===== src/sv/binary_max_heap_queue_top_assert.svh =====
// ----------------------------------------------------------------------------
// Assertion macros for the binary max-heap queue
// Shared forms for the concurrent checks of the block, same cycle and next cycle.
// ----------------------------------------------------------------------------
`ifndef BINARY_MAX_HEAP_QUEUE_TOP_ASSERT_SVH
`define BINARY_MAX_HEAP_QUEUE_TOP_ASSERT_SVH

// The consequent must hold in the same cycle as the antecedent.
`define BHQ_ASSERT_SAME(label, clk, rst_n, ante, cons, msg) \
    label: assert property (@(posedge clk) disable iff (!rst_n) (ante) |-> (cons)) \
        else $error(msg);

// The consequent must hold in the cycle after the antecedent.
`define BHQ_ASSERT_NEXT(label, clk, rst_n, ante, cons, msg) \
    label: assert property (@(posedge clk) disable iff (!rst_n) (ante) |=> (cons)) \
        else $error(msg);

`endif


===== src/sv/bhq_pkg.sv =====
// ----------------------------------------------------------------------------
// Binary max-heap queue package
// Entry layout, ranking rule, microcode codes and the control store.
// ----------------------------------------------------------------------------
package bhq_pkg;

    localparam int KEY_W   = 16;
    localparam int TAG_W   = 10;
    localparam int STEP_W  = 4;

    typedef struct packed {
        logic [KEY_W-1:0] key;
        logic [TAG_W-1:0] tag;
    } t_entry;

    typedef logic [STEP_W-1:0] t_step;

    typedef enum logic [3:0] {
        U_NOP,
        U_LATCH,
        U_DROP,
        U_EMPTY,
        U_INS_INIT,
        U_UP_STEP,
        U_RD_ENDS,
        U_EXT_INIT,
        U_DN_STEP,
        U_WR_CUR,
        U_REPLY
    } t_uop;

    typedef enum logic [3:0] {
        C_NEVER,
        C_ALWAYS,
        C_NO_BEAT,
        C_EXTRACT,
        C_FULL,
        C_COUNT_ZERO,
        C_UP_MORE,
        C_OUT_BUSY,
        C_FEW,
        C_DN_MORE
    } t_cond;

    typedef struct packed {
        t_uop  op;
        t_cond cond;
        t_step target;
    } t_uword;

    typedef struct packed {
        logic beat;
        logic extract;
        logic full;
        logic count_zero;
        logic up_more;
        logic out_busy;
        logic few;
        logic dn_more;
    } t_flags;

    localparam t_step S_WAIT     = 4'd0;
    localparam t_step S_DISP     = 4'd1;
    localparam t_step S_INS      = 4'd2;
    localparam t_step S_INS_INIT = 4'd3;
    localparam t_step S_UP       = 4'd4;
    localparam t_step S_END      = 4'd5;
    localparam t_step S_REPLY    = 4'd6;
    localparam t_step S_BACK     = 4'd7;
    localparam t_step S_EXT      = 4'd8;
    localparam t_step S_EXT_RD   = 4'd9;
    localparam t_step S_EXT_TOP  = 4'd10;
    localparam t_step S_DN       = 4'd11;
    localparam t_step S_DN_OUT   = 4'd12;
    localparam t_step S_DROP     = 4'd13;
    localparam t_step S_EMPTY    = 4'd14;

    // A ranks above B on a higher key, or on an equal key with a lower tag.
    function automatic logic f_ranks_above(input t_entry a, input t_entry b);
        logic res;
        if (a.key != b.key) begin
            res = (a.key > b.key);
        end else begin
            res = (a.tag < b.tag);
        end
        return res;
    endfunction

    // Control store: a jump to the target is taken when the condition holds.
    function automatic t_uword f_urom(input t_step step);
        t_uword w;
        case (step)
            S_WAIT:     w = '{U_LATCH,    C_NO_BEAT,    S_WAIT};
            S_DISP:     w = '{U_NOP,      C_EXTRACT,    S_EXT};
            S_INS:      w = '{U_NOP,      C_FULL,       S_DROP};
            S_INS_INIT: w = '{U_INS_INIT, C_COUNT_ZERO, S_END};
            S_UP:       w = '{U_UP_STEP,  C_UP_MORE,    S_UP};
            S_END:      w = '{U_WR_CUR,   C_NEVER,      S_WAIT};
            S_REPLY:    w = '{U_REPLY,    C_OUT_BUSY,   S_REPLY};
            S_BACK:     w = '{U_NOP,      C_ALWAYS,     S_WAIT};
            S_EXT:      w = '{U_NOP,      C_COUNT_ZERO, S_EMPTY};
            S_EXT_RD:   w = '{U_RD_ENDS,  C_NEVER,      S_WAIT};
            S_EXT_TOP:  w = '{U_EXT_INIT, C_FEW,        S_END};
            S_DN:       w = '{U_DN_STEP,  C_DN_MORE,    S_DN};
            S_DN_OUT:   w = '{U_NOP,      C_ALWAYS,     S_END};
            S_DROP:     w = '{U_DROP,     C_ALWAYS,     S_REPLY};
            S_EMPTY:    w = '{U_EMPTY,    C_ALWAYS,     S_REPLY};
            default:    w = '{U_NOP,      C_ALWAYS,     S_WAIT};
        endcase
        return w;
    endfunction

endpackage


===== src/sv/bhq_useq.sv =====
// ----------------------------------------------------------------------------
// Binary max-heap queue microsequencer
// Step counter over the control store with conditional jumps on datapath flags.
// ----------------------------------------------------------------------------
module bhq_useq (
    input  logic            i_clk,
    input  logic            i_rst_n,
    input  bhq_pkg::t_flags i_flags,
    output bhq_pkg::t_uword o_ctl
);
    import bhq_pkg::*;

    t_step  r_step;
    t_step  n_step;
    t_uword w_word;
    logic   w_take;

    always_ff @(posedge i_clk) begin
        if (!i_rst_n) begin
            r_step <= S_WAIT;
        end else begin
            r_step <= n_step;
        end
    end

    always_comb begin
        w_word = f_urom(r_step);
        case (w_word.cond)
            C_NEVER:      w_take = 1'b0;
            C_ALWAYS:     w_take = 1'b1;
            C_NO_BEAT:    w_take = !i_flags.beat;
            C_EXTRACT:    w_take = i_flags.extract;
            C_FULL:       w_take = i_flags.full;
            C_COUNT_ZERO: w_take = i_flags.count_zero;
            C_UP_MORE:    w_take = i_flags.up_more;
            C_OUT_BUSY:   w_take = i_flags.out_busy;
            C_FEW:        w_take = i_flags.few;
            C_DN_MORE:    w_take = i_flags.dn_more;
            default:      w_take = 1'b0;
        endcase
        n_step = w_take ? w_word.target : r_step + t_step'(1);
    end

    assign o_ctl = w_word;

endmodule

===== config.mk =====
export PLATFORM = sky130hd
export DESIGN_NAME = bhq_useq
export DESIGN_NICKNAME = d
export VERILOG_FILES = /design/src/sv/binary_max_heap_queue_top_assert.svh /design/src/sv/bhq_pkg.sv /design/src/sv/bhq_useq.sv
export SDC_FILE = /design/constraint.sdc
export NUM_CORES = 1
export LEC_CHECK = 0
export ABC_CLOCK_PERIOD_IN_PS = 4400
export CAP_MARGIN = 25
export CORE_UTILIZATION = 61
export DETAILED_ROUTE_END_ITERATION = 7
export DONT_BUFFER_PORTS = 1
export PLACE_DENSITY = 0.77
export SYNTH_ARGS = -nofsm -noshare
export SYNTH_HDL_FRONTEND = slang
export SYNTH_SLANG_ARGS = --single-unit

===== constraint.sdc =====
create_clock -name i_clk -period 4.4 [get_ports i_clk]
set_clock_uncertainty 0.1 [all_clocks]
set_input_delay 0.88 -clock i_clk [delete_from_list [all_inputs] [get_ports i_clk]]
set_output_delay 0.88 -clock i_clk [all_outputs]
set_load 0.05 [all_outputs]

==> results.tsv <==
metric	value	unit
status	finished clean	
Pint	0.537	mW
clk_lat worst skew	0.30	ns
Die Ht	47.0	µm
measured slew at the worst slew-check pin	0.758	ns
slowest stage delay, CP	0.72	ns
syn_nets	163	
# clock sinks	16	
crit path max-delay cell type	dfxtp_1	
die width	47.0	µm
Switching Fraction	54.5	%
min cycle time layout	3.46	ns
ys async rst share	0	%
Peak VDD IR	632	µV
Routed Antenna Nets	0	
clk slew on worst S/H paths	0.10	ns
CTS tree	yes	
Critical Path AT	3.56	ns
drt drc	0	
P_leak	0.501	nW
initial antenna violation count	0	
Post-CTS Setup Bufs	0	
Req. time, crit path	4.50	ns
Syn Inst Count	144	
Post-synth EDFFs	0	
CP most frequent cell	ha_1	
critical-path maximum fanout	11	
metal3 WL	259	µm
total of max-cap violations	0	
dpl cells	165	
Core Area	1820	µm²
RSZ-0062 raised after global routing	false	
drt via density	6.53	
synthesized area	1240	µm²
FMAX	289	MHz
PortBufs	0	
Switch Pwr	0.644	mW
NumNets Final	164	
post-DP HPWL	2.16	mm
post_cts resized	0	
Max transition margin	49.4	%
register area share after synthesis	25.9	%
gr ovfl total	0	
total track usage	27.9	%
CP endpoint kind	register	
largest net degree at the start of global routing	13	
root buf cell	clkbuf_4	
Routed WL	2.73	mm
combinational share of power	59.0	%
Worst Hold Class	input port to register	
# hold bufs at CTS	0	
part of the power in registers	32.4	%
fin util	70.2	%
# IOs	22	
drt initial violations	43	
wire length per cell	16.2	µm
clock buffer depth	2	
CP Launch Type	register	
highest metal layer with signal wires	met4	
Initial Util	68.0	%
Synth cell types	53	
Period Utilization, post-route	78.7	%
total CTS buffers	3	
drt pass-1 iters	4	
count of final hold-check violations	0	
Clock Power Share	8.6	%
#FFs+latches synth	16	
M1 WL	1.16	mm
PwrDens	923	nW/µm²
Site Rows	15	
met2 WL	1.30	mm
routability cong.	0.975	
crit-path cells	inv_1 -> a221o_1 -> o21a_1 -> nand2_2 -> mux2i_1 -> nand2b_1 -> ha_1 -> ha_1 -> nor2_1 -> nand3_1 -> o211a_1	
setup TNS	0	ns
H-Tree Depth	1	
DIE AREA	2210	µm²
Synthesis Warnings	0	
vias post-DR	1103	
Area growth syn-to-layout	3.34	%
Final Setup Violations	0	
path type of the worst setup path	register to register	
ys flop type	dfxtp_1	
final cell count without fillers	169	
Pins Over Slew Limit	0	
diodes inserted	0	
share of cells above drive strength 1	13.9	%
Mapped Avg Cell Area	8.59	µm²
WHS	0.547	ns
first-pass GRT wire length	4.38	mm
vias in the first global route	1044	
-- kinds of logic (layout without fill, tap and decap cells) --
group | after synthesis | count (layout) | synth area share (%)
compound gates | 49 | 49 | 32.7
simple gates | 46 | 46 | 19.1
flops | 16 | 16 | 25.9
buf+inv | 14 | 14 | 5.46
fa+ha+maj | 9 | 9 | 9.10
xor+xnor | 5 | 5 | 3.54
mux | 5 | 5 | 4.25
-- worst max-delay path: cells and delay by family, from the launching register on --
family,cells,cell delay (ns)
AO/OA/AOI/OAI,3,0.84
adder cells (fa/ha/maj),2,0.52
buffers and inverters,1,0.25
flip-flops,1,0.72
multiplexers,1,0.34
AND/OR/NAND/NOR,4,0.60
-- power by group through the flow --
| stage | clock (mW) | combinational [mW] | sequential, mW |
|---|---|---|---|
| global route | 0.108 | 0.776 | 0.392 |
| CTS | 0.102 | 0.694 | 0.382 |
| finish | 0.101 | 0.697 | 0.382 |
| floorplan | 0 | 0.593 | 0.376 |
| global placement | 0 | 0.682 | 0.383 |
| detailed placement | 0 | 0.688 | 0.385 |
-- synth_stat cells (all sizes together), types with 5 or more instances --
cell type	instances	area (µm²)
nand2	11	43.8
nor2	10	40.0
dfxtp	16	320
o31ai	5	37.5
inv	9	33.8
nor3	6	30.0
nand3	5	25.0
ha	9	113
a21oi	11	58.8
o21ai	10	53.8
-- path summary, 6_finish.rpt --
path,from,endpoint,slack (ns),cells after the start
max,o_ctl[7],o_ctl[9],0.94,11
min,i_rst_n,o_ctl[5],0.55,1
max reg2reg,o_ctl[7],o_ctl[9],0.94,11
min reg2reg,r_step[0],r_step[0],0.66,2
-- layer usage --
layer	up-vias	global-route usage [%]
li1	537	-
met1	513	32.9
met2	51	48.6
met3	2	8.46
met4	0	8.00
met5	-	0
-- stage by stage --
step                      worst slack, ns  power (mW)  instance area, µm²
after floorplan                      1.21       0.969                1240
after global routing                0.711        1.28                1280
after global placement              0.950        1.07                1240
after detailed placement            0.902        1.07                1240
after CTS                           0.950        1.18                1280
final                               0.939        1.18                1280
-- area by class of cell --
class	count	area, µm²
Multi-Input combinational cell	114	850
Tap cell	25	31.3
Inverter	9	33.8
Fill cell	156	542
Clock buffer	4	36.3
Timing Repair Buffer	1	7.51
Sequential cell	16	320
-- placed cells by master (no fill, tap or decap), types with 3 or more instances in the layout --
master,synthesis,final
nand3_1,5,5
clkbuf_4,0,3
mux2i_1,3,3
nor2_1,9,9
ha_1,9,9
a21oi_1,10,10
nor4_1,3,3
xor2_1,3,3
nor3_1,6,6
inv_1,8,8
o21ai_0,7,7
o31ai_1,5,5
nand2_1,10,10
dfxtp_1,16,16
a31oi_1,3,3
-- state kept, by name, summed over array words and instances (netlist names) --
signal,count
o_ctl,12
r_step,4
No activity file was read; power rests on OpenSTA's default activity.
